===== src/rtl/assert_macros.svh =====
// Assertion macros shared by the envelope gain RTL.
`ifndef ASSERT_MACROS_SVH
`define ASSERT_MACROS_SVH

// Condition must hold in the same cycle as the trigger.
`define AEG_ASSERT_IMP(name, pre, post) \
  name: assert property (@(posedge clk) disable iff (!rst_n) (pre) |-> (post)) \
    else $error("assertion failed");

// Condition must hold in the cycle after the trigger.
`define AEG_ASSERT_NEXT(name, pre, post) \
  name: assert property (@(posedge clk) disable iff (!rst_n) (pre) |=> (post)) \
    else $error("assertion failed");

// Condition must hold a fixed number of cycles after the trigger.
`define AEG_ASSERT_DELAY(name, pre, n, post) \
  name: assert property (@(posedge clk) disable iff (!rst_n) (pre) |-> ##n (post)) \
    else $error("assertion failed");

`endif


===== src/rtl/aeg_pkg.sv =====
// Shared types and constants of the ADSR envelope gain unit.
`default_nettype none

package aeg_pkg;

  // Field and datapath widths
  localparam int LEN_W       = 14;
  localparam int STEP_W      = 24;
  localparam int BND_W       = 16;
  localparam int PHASE_W     = 32;
  localparam int GAIN_W      = 16;
  localparam int QUO_W       = 15;
  localparam int NUM_W       = LEN_W + QUO_W;
  localparam int CFG_IDX_W   = 3;
  localparam int CFG_DATA_W  = 24;
  localparam int OUT_TDATA_W = 40;
  localparam int DIV_STEPS   = QUO_W;
  localparam int DIV_CNT_W   = $clog2(DIV_STEPS + 1);

  // Item queue between front and back
  localparam int Q_DEPTH = 4;
  localparam int Q_AW    = $clog2(Q_DEPTH);

  // Item mode codes on tuser
  localparam logic [1:0] MODE_SAMPLE  = 2'd0;
  localparam logic [1:0] MODE_TRIGGER = 2'd1;
  localparam logic [1:0] MODE_RELEASE = 2'd2;
  localparam logic [1:0] MODE_UNUSED  = 2'd3;

  // Envelope stage codes
  localparam logic [2:0] STAGE_ATTACK   = 3'd0;
  localparam logic [2:0] STAGE_DECAY    = 3'd1;
  localparam logic [2:0] STAGE_SUSTAIN  = 3'd2;
  localparam logic [2:0] STAGE_RELEASE  = 3'd3;
  localparam logic [2:0] STAGE_FINISHED = 3'd4;

  // Register indexes
  localparam logic [CFG_IDX_W-1:0] REG_ATTACK  = 3'd0;
  localparam logic [CFG_IDX_W-1:0] REG_DECAY   = 3'd1;
  localparam logic [CFG_IDX_W-1:0] REG_SUSTAIN = 3'd2;
  localparam logic [CFG_IDX_W-1:0] REG_RELEASE = 3'd3;
  localparam logic [CFG_IDX_W-1:0] REG_STEP    = 3'd4;

  // Register reset values
  localparam logic [LEN_W-1:0]  LEN_RESET  = 14'd1000;
  localparam logic [STEP_W-1:0] STEP_RESET = 24'd65536;

  // Q1.15 gains
  localparam logic [GAIN_W-1:0] GAIN_ONE        = 16'd32768;
  localparam logic [GAIN_W-1:0] GAIN_SUSTAIN    = 16'd19661;
  localparam logic [GAIN_W-1:0] GAIN_DECAY_DROP = 16'd13107;

  // Classified queue item
  typedef enum logic [1:0] {
    KIND_SAMPLE,
    KIND_TRIGGER,
    KIND_RELEASE
  } item_kind_t;

  // Back-end sequencer
  typedef enum logic [2:0] {
    ST_IDLE,
    ST_SEG,
    ST_MUL,
    ST_DIV,
    ST_SCALE,
    ST_OUT
  } core_state_t;

  // Settings seen by the back end; bounds are running sums of lengths
  typedef struct packed {
    logic [LEN_W-1:0]  attack_len;
    logic [LEN_W-1:0]  decay_len;
    logic [LEN_W-1:0]  release_len;
    logic [STEP_W-1:0] phase_step;
    logic [BND_W-1:0]  bnd_a;
    logic [BND_W-1:0]  bnd_d;
    logic [BND_W-1:0]  bnd_s;
    logic [BND_W-1:0]  bnd_r;
  } env_cfg_t;

endpackage

`default_nettype wire


===== src/rtl/aeg_div.sv =====
// Restoring divider, one quotient bit per cycle, for the ramp gains.
`default_nettype none
`include "assert_macros.svh"

module aeg_div (
  input  wire logic                        clk,
  input  wire logic                        rst_n,
  input  wire logic                        start,
  input  wire logic [aeg_pkg::NUM_W-1:0]   num,
  input  wire logic [aeg_pkg::LEN_W-1:0]   den,
  output logic                             done,
  output logic [aeg_pkg::QUO_W-1:0]        quo
);
  import aeg_pkg::*;

  // start loads the operands, then each step makes one quotient bit; done is registered after the last
  localparam int DIV_LAT = DIV_STEPS + 1;

  logic [LEN_W-1:0]     rem_r, rem_nxt;
  logic [LEN_W-1:0]     den_r;
  logic [QUO_W-1:0]     low_r, low_nxt;
  logic [QUO_W-1:0]     quo_r, quo_nxt;
  logic [DIV_CNT_W-1:0] cnt_r;
  logic                 busy_r;
  logic                 done_r;
  logic [LEN_W:0]       trial;
  logic                 fits;

  // one subtract-and-compare step
  always_comb begin
    trial   = {rem_r, low_r[QUO_W-1]};
    fits    = trial >= {1'b0, den_r};
    rem_nxt = fits ? LEN_W'(trial - {1'b0, den_r}) : LEN_W'(trial);
    low_nxt = {low_r[QUO_W-2:0], 1'b0};
    quo_nxt = {quo_r[QUO_W-2:0], fits};
  end

  // control
  always_ff @(posedge clk) begin
    if (!rst_n) begin
      busy_r <= 1'b0;
      done_r <= 1'b0;
      cnt_r  <= '0;
    end else begin
      done_r <= busy_r && !start && (cnt_r == DIV_CNT_W'(1));
      if (start) begin
        busy_r <= 1'b1;
        cnt_r  <= DIV_CNT_W'(DIV_STEPS);
      end else if (busy_r) begin
        cnt_r <= cnt_r - 1'b1;
        if (cnt_r == DIV_CNT_W'(1)) begin
          busy_r <= 1'b0;
        end
      end
    end
  end

  // datapath; quotient fits QUO_W bits so the top of num starts below den
  always_ff @(posedge clk) begin
    if (start) begin
      rem_r <= num[NUM_W-1:QUO_W];
      low_r <= num[QUO_W-1:0];
      den_r <= den;
      quo_r <= '0;
    end else if (busy_r) begin
      rem_r <= rem_nxt;
      low_r <= low_nxt;
      quo_r <= quo_nxt;
    end
  end

  assign done = done_r;
  assign quo  = quo_r;

  `AEG_ASSERT_DELAY(a_div_latency, start, DIV_LAT, done)
  `AEG_ASSERT_NEXT(a_div_no_restart, start, busy_r && !done_r)

endmodule

`default_nettype wire


===== src/rtl/aeg_front.sv =====
// Input side: accepts items, classifies the mode and queues them.
`default_nettype none
`include "assert_macros.svh"

module aeg_front #(
  parameter  int SAMPLE_WIDTH = 16,
  localparam int IN_TDATA_W   = ((SAMPLE_WIDTH + 7) / 8) * 8
) (
  input  wire logic                    clk,
  input  wire logic                    rst_n,
  input  wire logic                    in_tvalid,
  output logic                         in_tready,
  input  wire logic [IN_TDATA_W-1:0]   in_tdata,   // sample_in
  input  wire logic [1:0]              in_tuser,   // mode
  input  wire logic                    in_tlast,   // end_of_block
  output logic                         q_valid,
  input  wire logic                    q_ready,
  output aeg_pkg::item_kind_t          q_kind,
  output logic [SAMPLE_WIDTH-1:0]      q_sample,
  output logic                         q_eob
);
  import aeg_pkg::*;

  localparam int EW = 2 + SAMPLE_WIDTH + 1;

  logic [EW-1:0]   fifo_mem [Q_DEPTH];
  logic [Q_AW-1:0] wr_ptr_r, rd_ptr_r;
  logic [Q_AW:0]   count_r;
  item_kind_t      kind;
  logic            keep;
  logic            push, pop;
  logic [EW-1:0]   head;

  // classify; the unused mode is taken and dropped
  always_comb begin
    case (in_tuser)
      MODE_SAMPLE: begin
        kind = KIND_SAMPLE;
        keep = 1'b1;
      end
      MODE_TRIGGER: begin
        kind = KIND_TRIGGER;
        keep = 1'b1;
      end
      MODE_RELEASE: begin
        kind = KIND_RELEASE;
        keep = 1'b1;
      end
      default: begin
        kind = KIND_SAMPLE;
        keep = 1'b0;
      end
    endcase
  end

  assign in_tready = count_r != (Q_AW + 1)'(Q_DEPTH);
  assign push      = in_tvalid && in_tready && keep;
  assign pop       = q_valid && q_ready;

  // queue storage
  always_ff @(posedge clk) begin
    if (push) begin
      fifo_mem[wr_ptr_r] <= {in_tlast, in_tdata[SAMPLE_WIDTH-1:0], kind};
    end
  end

  // queue pointers
  always_ff @(posedge clk) begin
    if (!rst_n) begin
      wr_ptr_r <= '0;
      rd_ptr_r <= '0;
      count_r  <= '0;
    end else begin
      if (push) wr_ptr_r <= wr_ptr_r + 1'b1;
      if (pop)  rd_ptr_r <= rd_ptr_r + 1'b1;
      if (push && !pop)      count_r <= count_r + 1'b1;
      else if (pop && !push) count_r <= count_r - 1'b1;
    end
  end

  assign head     = fifo_mem[rd_ptr_r];
  assign q_valid  = count_r != '0;
  assign q_kind   = item_kind_t'(head[1:0]);
  assign q_sample = head[SAMPLE_WIDTH+1:2];
  assign q_eob    = head[EW-1];

  `AEG_ASSERT_NEXT(a_unused_dropped,
      in_tvalid && in_tready && in_tuser == MODE_UNUSED && !pop,
      count_r == $past(count_r))

endmodule

`default_nettype wire


===== src/rtl/aeg_core.sv =====
// Back end: envelope phase, segment choice, gain and sample scaling.
`default_nettype none
`include "assert_macros.svh"

module aeg_core #(
  parameter int SAMPLE_WIDTH    = 16,
  parameter int PHASE_FRAC_BITS = 16
) (
  input  wire logic                              clk,
  input  wire logic                              rst_n,
  input  wire aeg_pkg::env_cfg_t                 cfg,
  input  wire logic                              q_valid,
  output logic                                   q_ready,
  input  wire aeg_pkg::item_kind_t               q_kind,
  input  wire logic [SAMPLE_WIDTH-1:0]           q_sample,
  input  wire logic                              q_eob,
  output logic                                   out_tvalid,
  input  wire logic                              out_tready,
  output logic [aeg_pkg::OUT_TDATA_W-1:0]        out_tdata,  // sample_out, level, stage
  output logic                                   out_tlast   // end_of_block_out
);
  import aeg_pkg::*;

  localparam int F  = PHASE_FRAC_BITS;
  localparam int SW = SAMPLE_WIDTH;
  localparam int PW = SW + GAIN_W + 1;

  core_state_t              state_r, state_nxt;
  logic [PHASE_W-1:0]       phase_r, phase_nxt;
  logic                     hold_r, hold_nxt;
  logic signed [SW-1:0]     sample_r;
  logic                     eob_r;
  logic [2:0]               stage_r, stage_nxt;
  logic [GAIN_W-1:0]        gain_r, gain_nxt;
  logic [PHASE_W-1:0]       x_r, x_nxt;
  logic [GAIN_W-1:0]        k_r, k_nxt;
  logic [LEN_W-1:0]         den_r, den_nxt;
  logic signed [PW-1:0]     prod_r, prod_nxt;
  logic                     out_valid_r;
  logic [OUT_TDATA_W-1:0]   out_data_r;
  logic                     out_last_r;

  logic                     pop, div_start, load_out, out_free, ramp;
  logic [PHASE_W:0]         phase_sum;
  logic [PHASE_W-1:0]       phase_adv;
  logic [PHASE_W-1:0]       pint;
  logic [PHASE_W-1:0]       base_a, base_s;
  logic [PHASE_W+GAIN_W-1:0] mul_full;
  logic [NUM_W-1:0]         div_num;
  logic                     div_done;
  logic [QUO_W-1:0]         div_quo;
  logic signed [PW-1:0]     y_full;
  logic [SW-1:0]            y_low;
  logic [GAIN_W-1:0]        y_out;

  assign out_free = !out_valid_r || out_tready;

  // saturating phase advance
  always_comb begin
    phase_sum = {1'b0, phase_r} + (PHASE_W + 1)'(cfg.phase_step);
    phase_adv = phase_sum[PHASE_W] ? '1 : phase_sum[PHASE_W-1:0];
  end

  // segment boundaries compare on the integer part of the phase
  always_comb begin
    pint   = PHASE_W'(phase_r >> F);
    base_a = PHASE_W'(48'(cfg.bnd_a) << F);
    base_s = PHASE_W'(48'(cfg.bnd_s) << F);
  end

  // segment choice
  always_comb begin
    stage_nxt = STAGE_FINISHED;
    gain_nxt  = '0;
    x_nxt     = phase_r;
    k_nxt     = GAIN_ONE;
    den_nxt   = cfg.attack_len;
    ramp      = 1'b0;
    if (pint >= PHASE_W'(cfg.bnd_r)) begin
      stage_nxt = STAGE_FINISHED;
    end else if (pint < PHASE_W'(cfg.bnd_a)) begin
      stage_nxt = STAGE_ATTACK;
      ramp      = 1'b1;
    end else if (pint < PHASE_W'(cfg.bnd_d)) begin
      stage_nxt = STAGE_DECAY;
      x_nxt     = phase_r - base_a;
      k_nxt     = GAIN_DECAY_DROP;
      den_nxt   = cfg.decay_len;
      ramp      = 1'b1;
    end else if (pint < PHASE_W'(cfg.bnd_s) || hold_r) begin
      stage_nxt = STAGE_SUSTAIN;
      gain_nxt  = GAIN_SUSTAIN;
    end else begin
      stage_nxt = STAGE_RELEASE;
      x_nxt     = phase_r - base_s;
      k_nxt     = GAIN_SUSTAIN;
      den_nxt   = cfg.release_len;
      ramp      = 1'b1;
    end
  end

  // next state
  always_comb begin
    state_nxt = state_r;
    case (state_r)
      ST_IDLE:  if (q_valid && q_kind == KIND_SAMPLE) state_nxt = ST_SEG;
      ST_SEG:   state_nxt = ramp ? ST_MUL : ST_SCALE;
      ST_MUL:   state_nxt = ST_DIV;
      ST_DIV:   if (div_done) state_nxt = ST_SCALE;
      ST_SCALE: state_nxt = ST_OUT;
      ST_OUT:   if (out_free) state_nxt = ST_IDLE;
      default:  state_nxt = ST_IDLE;
    endcase
  end

  // sequencer outputs
  always_comb begin
    q_ready   = 1'b0;
    div_start = 1'b0;
    load_out  = 1'b0;
    case (state_r)
      ST_IDLE: q_ready   = 1'b1;
      ST_MUL:  div_start = 1'b1;
      ST_OUT:  load_out  = out_free;
      default: ;
    endcase
  end

  assign pop = q_valid && q_ready;

  // envelope state updates
  always_comb begin
    phase_nxt = phase_r;
    hold_nxt  = hold_r;
    if (pop) begin
      case (q_kind)
        KIND_TRIGGER: begin
          phase_nxt = '0;
          hold_nxt  = 1'b1;
        end
        KIND_RELEASE: hold_nxt  = 1'b0;
        default:      phase_nxt = phase_adv;
      endcase
    end else if (state_r == ST_SEG && hold_r && pint >= PHASE_W'(cfg.bnd_s)
                 && pint < PHASE_W'(cfg.bnd_r)) begin
      // held: the phase parks at the sustain end
      phase_nxt = base_s;
    end
  end

  // ramp numerator: offset times slope height, fraction bits dropped
  always_comb begin
    mul_full = (PHASE_W + GAIN_W)'(x_r) * (PHASE_W + GAIN_W)'(k_r);
    div_num  = NUM_W'(mul_full >> F);
  end

  aeg_div u_div (
    .clk   (clk),
    .rst_n (rst_n),
    .start (div_start),
    .num   (div_num),
    .den   (den_r),
    .done  (div_done),
    .quo   (div_quo)
  );

  // sample scaling, floor by arithmetic shift
  always_comb begin
    prod_nxt = sample_r * $signed({1'b0, gain_r});
    y_full   = prod_r >>> 15;
    y_low    = y_full[SW-1:0];
    y_out    = GAIN_W'(32'(y_low));
  end

  // control registers
  always_ff @(posedge clk) begin
    if (!rst_n) begin
      state_r     <= ST_IDLE;
      phase_r     <= '1;
      hold_r      <= 1'b0;
      out_valid_r <= 1'b0;
    end else begin
      state_r <= state_nxt;
      phase_r <= phase_nxt;
      hold_r  <= hold_nxt;
      if (load_out)        out_valid_r <= 1'b1;
      else if (out_tready) out_valid_r <= 1'b0;
    end
  end

  // payload registers
  always_ff @(posedge clk) begin
    if (pop) begin
      sample_r <= q_sample;
      eob_r    <= q_eob;
    end
    if (state_r == ST_SEG) begin
      stage_r <= stage_nxt;
      gain_r  <= gain_nxt;
      x_r     <= x_nxt;
      k_r     <= k_nxt;
      den_r   <= den_nxt;
    end
    if (state_r == ST_DIV && div_done) begin
      case (stage_r)
        STAGE_ATTACK: gain_r <= GAIN_W'(div_quo);
        STAGE_DECAY:  gain_r <= GAIN_ONE - GAIN_W'(div_quo);
        default:      gain_r <= GAIN_SUSTAIN - GAIN_W'(div_quo);
      endcase
    end
    if (state_r == ST_SCALE) begin
      prod_r <= prod_nxt;
    end
    if (load_out) begin
      out_data_r <= {5'b0, stage_r, gain_r, y_out};
      out_last_r <= eob_r;
    end
  end

  assign out_tvalid = out_valid_r;
  assign out_tdata  = out_data_r;
  assign out_tlast  = out_last_r;

  `AEG_ASSERT_IMP(a_finished_silent,
      state_r == ST_OUT && stage_r == STAGE_FINISHED, gain_r == '0)
  `AEG_ASSERT_IMP(a_div_only_ramps,
      div_start, stage_r == STAGE_ATTACK || stage_r == STAGE_DECAY ||
      stage_r == STAGE_RELEASE)
  `AEG_ASSERT_NEXT(a_trigger_restarts,
      pop && q_kind == KIND_TRIGGER, phase_r == '0 && hold_r)

endmodule

`default_nettype wire


===== src/rtl/adsr_envelope_gain_unit.sv =====
// Top level: settings registers, front queue and envelope back end.
// Trigger and release items are taken while the back end is idle and give no result.
// A ramp sample (attack, decay, release) runs the back end through SEG, MUL, DIV, SCALE and OUT,
// waiting in DIV for the 15-step serial divider; a flat sample (sustain, finished) skips MUL and DIV.
// The back end takes a new item only when idle; a 4-item queue keeps input open until it fills.
// rst_n (synchronous, low) empties the queue, sets the phase to all ones (finished),
// clears hold and restores the register defaults.
`default_nettype none

module adsr_envelope_gain_unit #(
  parameter  int SAMPLE_WIDTH    = 16,
  parameter  int PHASE_FRAC_BITS = 16,
  localparam int IN_TDATA_W      = ((SAMPLE_WIDTH + 7) / 8) * 8
) (
  input  wire logic                                  clk,
  input  wire logic                                  rst_n,
  input  wire logic                                  cfg_wr_en,
  input  wire logic [aeg_pkg::CFG_IDX_W-1:0]         cfg_addr,
  input  wire logic [aeg_pkg::CFG_DATA_W-1:0]        cfg_wdata,
  input  wire logic                                  in_tvalid,
  output logic                                       in_tready,
  input  wire logic [IN_TDATA_W-1:0]                 in_tdata,   // sample_in
  input  wire logic [1:0]                            in_tuser,   // mode
  input  wire logic                                  in_tlast,   // end_of_block
  output logic                                       out_tvalid,
  input  wire logic                                  out_tready,
  output logic [aeg_pkg::OUT_TDATA_W-1:0]            out_tdata,  // sample_out, level, stage
  output logic                                       out_tlast   // end_of_block_out
);
  import aeg_pkg::*;

  logic [LEN_W-1:0]    attack_r, decay_r, sustain_r, release_r;
  logic [STEP_W-1:0]   step_r;
  logic [BND_W-1:0]    bnd_a_r, bnd_d_r, bnd_s_r, bnd_r_r;
  env_cfg_t            cfg;
  logic                q_valid, q_ready, q_eob;
  item_kind_t          q_kind;
  logic [SAMPLE_WIDTH-1:0] q_sample;

  // settings registers
  always_ff @(posedge clk) begin
    if (!rst_n) begin
      attack_r  <= LEN_RESET;
      decay_r   <= LEN_RESET;
      sustain_r <= LEN_RESET;
      release_r <= LEN_RESET;
      step_r    <= STEP_RESET;
    end else if (cfg_wr_en) begin
      case (cfg_addr)
        REG_ATTACK:  attack_r  <= cfg_wdata[LEN_W-1:0];
        REG_DECAY:   decay_r   <= cfg_wdata[LEN_W-1:0];
        REG_SUSTAIN: sustain_r <= cfg_wdata[LEN_W-1:0];
        REG_RELEASE: release_r <= cfg_wdata[LEN_W-1:0];
        REG_STEP:    step_r    <= cfg_wdata[STEP_W-1:0];
        default: ;
      endcase
    end
  end

  // segment ends in whole phase units, registered from the settings
  always_ff @(posedge clk) begin
    bnd_a_r <= BND_W'(attack_r);
    bnd_d_r <= BND_W'(attack_r) + BND_W'(decay_r);
    bnd_s_r <= BND_W'(attack_r) + BND_W'(decay_r) + BND_W'(sustain_r);
    bnd_r_r <= BND_W'(attack_r) + BND_W'(decay_r) + BND_W'(sustain_r)
             + BND_W'(release_r);
  end

  always_comb begin
    cfg.attack_len  = attack_r;
    cfg.decay_len   = decay_r;
    cfg.release_len = release_r;
    cfg.phase_step  = step_r;
    cfg.bnd_a       = bnd_a_r;
    cfg.bnd_d       = bnd_d_r;
    cfg.bnd_s       = bnd_s_r;
    cfg.bnd_r       = bnd_r_r;
  end

  aeg_front #(
    .SAMPLE_WIDTH (SAMPLE_WIDTH)
  ) u_front (
    .clk       (clk),
    .rst_n     (rst_n),
    .in_tvalid (in_tvalid),
    .in_tready (in_tready),
    .in_tdata  (in_tdata),
    .in_tuser  (in_tuser),
    .in_tlast  (in_tlast),
    .q_valid   (q_valid),
    .q_ready   (q_ready),
    .q_kind    (q_kind),
    .q_sample  (q_sample),
    .q_eob     (q_eob)
  );

  aeg_core #(
    .SAMPLE_WIDTH    (SAMPLE_WIDTH),
    .PHASE_FRAC_BITS (PHASE_FRAC_BITS)
  ) u_core (
    .clk        (clk),
    .rst_n      (rst_n),
    .cfg        (cfg),
    .q_valid    (q_valid),
    .q_ready    (q_ready),
    .q_kind     (q_kind),
    .q_sample   (q_sample),
    .q_eob      (q_eob),
    .out_tvalid (out_tvalid),
    .out_tready (out_tready),
    .out_tdata  (out_tdata),
    .out_tlast  (out_tlast)
  );

endmodule

`default_nettype wire


===== config.mk =====
export PLATFORM = sky130hd
export DESIGN_NAME = adsr_envelope_gain_unit
export DESIGN_NICKNAME = d
export VERILOG_FILES = /design/src/rtl/aeg_pkg.sv /design/src/rtl/aeg_div.sv /design/src/rtl/aeg_front.sv /design/src/rtl/aeg_core.sv /design/src/rtl/adsr_envelope_gain_unit.sv
export VERILOG_INCLUDE_DIRS = /design/src /design/src/rtl
export SDC_FILE = /design/constraint.sdc
export NUM_CORES = 2
export LEC_CHECK = 0
export BUFFER_PORTS_ARGS = -buffer_cell sky130_fd_sc_hd__buf_2
export CAP_MARGIN = 20
export CORE_MARGIN = 2
export CORE_UTILIZATION = 30
export CTS_CLUSTER_DIAMETER = 60
export DETAILED_ROUTE_END_ITERATION = 7
export GPL_TIMING_DRIVEN = 0
export MAX_ROUTING_LAYER = met4
export PLACE_DENSITY = 0.48
export RECOVER_POWER = 50
export SYNTH_ARGS = -nofsm -noshare
export SYNTH_HDL_FRONTEND = slang
export SYNTH_SLANG_ARGS = --single-unit

===== constraint.sdc =====
create_clock -name clk -period 14.76 [get_ports clk]
set_input_delay 0.738 -clock clk [delete_from_list [all_inputs] [get_ports clk]]
set_output_delay 0.738 -clock clk [all_outputs]
set_load 0.1 [all_outputs]

==> flow_summary.yaml <==
critical_path:
  critical_path_class: "reg -> reg"
  crit_arrival_ps: 9430
  end_kind: "flop"
  worst_setup_path_start_kind: "flop"
  required_ps: 15110
  cpPeakStageDelay_ps: 590
  path_cells: "clkbuf_1 -> buf_1 -> nand2_1 -> inv_1 -> fa_1 -> fa_1 -> fa_1 -> fa_1 -> fa_1 -> inv_1 -> fa_1 -> inv_1 -> ha_1 -> clkbuf_1 -> a21oi_1 -> o21ai_0 -> a311oi_1 -> o211ai_1 -> o21ai_2 -> o21ai_0 -> a41oi_1 -> o2111ai_1 -> xnor2_1 -> o22ai_1"
  crit_buf_inv: 6
  cp_slowest_cell: "buf_1"
  crit_top_cell: "fa_1"
  path_max_fanout: 10
  crit_family: "adder cells"
grt:
  grt_max_degree: 35
  grt_use_total_pct: 17.4
  grt_pass1_wl_um: 195000
  grt_pass1_vias: 32381
  grt_overflow: 0
  antenna_found_initial: 2
clocking:
  clockBufferDepth: 3
  clk_pin_slew_worst_paths_ps: 60
  cts_tree: "yes"
  cts_sinks: 464
  root_buffer: "clkbuf_16"
  cts_buffers: 61
  hold_buffers: 0
  cts_setup_buffers: 0
  clk_latency_ps: 710
  cts_resized: 0
  htree_num_levels: 2
yosys:
  synthFlopType: "edfxtp_1"
  yosys.area.top_type: "fa_1"
  synthCells: 4446
  netlist_area_um2: 43900
  synth_area_leaders: "fa_1 (27%), edfxtp_1 (18%), ha_1 (11%)"
  ys_seq_elements: 464
  synth-edff-count: 256
  seq_area_frac_synth_pct: 27.0
  synth.distinct_cells: 97
  synth_area_per_cell_um2: 9.87
  yosys.area.top_type_share_pct: 26.7
  yosysWarnings: 0
  synthArstFlopShare_pct: 0
timing:
  max_freq_ghz: 0.110
  finalClockSkew_ps: 73.7
  relSlewSlack_pct: -46.0
  period_needed_ps: 9070
  report.final.hold_viol_count: 0
  report.final.slew_viol_count: 90
  setup_viol: 0
  whs_ps: 273
  fin_tns_setup_ps: 0
  fin_crit_sh_pct: 61.5
  grt_setup_unrepaired: "no"
  worst_pin_slew_ps: 2190
run_status:
  status: "finished with violations"
  violations: "max-capacitance violations, max-slew violations"
routing:
  vias_per_cell: 4.65
  firstDrtPassIters: 5
  vias: 30598
  drc: 0
  wl_um: 125000
  drt_iter0_markers: 1686
  wl_per_cell_um: 18.9
  antenna_left: 0
floorplan:
  rows: 140
  ios: 94
  die-area_um2: 149000
  die_w_um: 387
  dieHeight_um: 387
  coreArea_um2: 145000
  start_util_pct: 30.2
final_layout:
  final_common_cell: "inv_1"
  fin_area_um2: 48900
  drive_gt1_share_pct: 5.21
  postLayoutCoreUtil_pct: 33.6
  layout.nets: 5632
  syn2layout_area_growth_pct: 11.4
  final_cell_mix: "inv_1 (842), fa_1 (585), nand2_1 (516)"
worst_hold_path:
  holdCritPathClass: "in -> reg"
placement:
  hpwl_um: 103000
  io_buffer_count: 87
  placed_area_um2: 46900
  gp_congestion: 0.905
flow_run:
  max-cap-violations: 3
[flip-flops by register name (all words and copies together), names as in the netlist, 15 cells and up, named ones only]
| signal | count |
|---|---|
| u_core.out_tdata | 35 |
| u_core.gain_r | 16 |
| u_front.fifo_mem | 76 |
| bnd_s_r | 16 |
| u_core.sample_r | 16 |
| u_core.u_div.quo | 15 |
| u_core.u_div.low_r | 15 |
| bnd_r_r | 16 |
| step_r | 24 |
| u_core.prod_r | 16 |
| bnd_d_r | 15 |
| u_core.x_r | 32 |
| u_core.phase_r | 32 |
[synth_stat cells (68+ instances only)]
library cell / n
fa_1: 585
nand2_1: 516
nor2_1: 165
ha_1: 385
xnor2_1: 113
dfxtp_1: 208
xor2_1: 69
o21ai_0: 136
clkbuf_1: 130
and2_1: 164
edfxtp_1: 256
nand3_1: 68
inv_1: 842
a21oi_1: 235
[metrics by stage]
step	instances	setup WS [ps]
2_1_floorplan	4450	7720
3_3_place_gp	6454	5550
3_5_place_dp	6462	5610
4_1_cts	6575	5520
5_1_grt	6579	5100
6_report	6579	5690
[final cells by class]
cell class                      instances  area (um2)
Antenna cell                            1        2.50
Buffer                                155         611
Clock buffer                           80        1670
Clock inverter                         33         415
Fill cell                           15036       96500
Inverter                              845        3170
Multi-Input combinational cell       2986       28300
Sequential cell                       464       11900
Tap cell                             1917        2400
Timing Repair Buffer                   98         478
[final timing paths]
path | start | to | slack, ps | cells after the start
worst min register to register | u_core.den_r[13]$_DFFE_PN_ | u_core.u_div.den_r[13]$_DFFE_PP_ | 400 | 0
worst max-delay path | u_core.k_r[13]$_SDFFCE_PP0N_ | u_core.u_div.rem_r[13]$_DFFE_PP_ | 5690 | 24
worst max register to register | u_core.k_r[13]$_SDFFCE_PP0N_ | u_core.u_div.rem_r[13]$_DFFE_PP_ | 5690 | 24
worst min-delay path | cfg_wdata[15] | step_r[15]$_SDFFE_PN0P_ | 270 | 3
[layer usage]
metal,wire (um),GRT usage [%],up-vias
li1,-,-,14669
met1,58900,23.4,15235
met5,0,-,-
met2,58100,28.2,558
met3,4820,1.85,136
met4,2780,3.78,0
[cells by family after synthesis]
group                    share of synthesized area (%)
AO/OA/AOI/OAI                                     9.47
XOR/XNOR                                          3.63
adder cells (fa/ha/maj)                           37.7
buffers and inverters                             8.62
flip-flops                                        27.0
multiplexers                                      1.72
other                                          0.00854
AND/OR/NAND/NOR                                   11.8
[worst reg2reg max path, stage by stage (launching register included)]
cell and delay (ps):
edfxtp_1 510, clkbuf_1 540, buf_1 590, nand2_1 210, inv_1 360, fa_1 520
fa_1 470, fa_1 540, fa_1 530, fa_1 540, inv_1 50, fa_1 530
inv_1 40, ha_1 280, clkbuf_1 180, a21oi_1 240, o21ai_0 130, a311oi_1 520
o211ai_1 190, o21ai_2 370, o21ai_0 290, a41oi_1 510, o2111ai_1 210, xnor2_1 260
o22ai_1 120
Power is not shown: default switching activity piles up to over one toggle a cycle in this logic, so the estimate is an artifact.
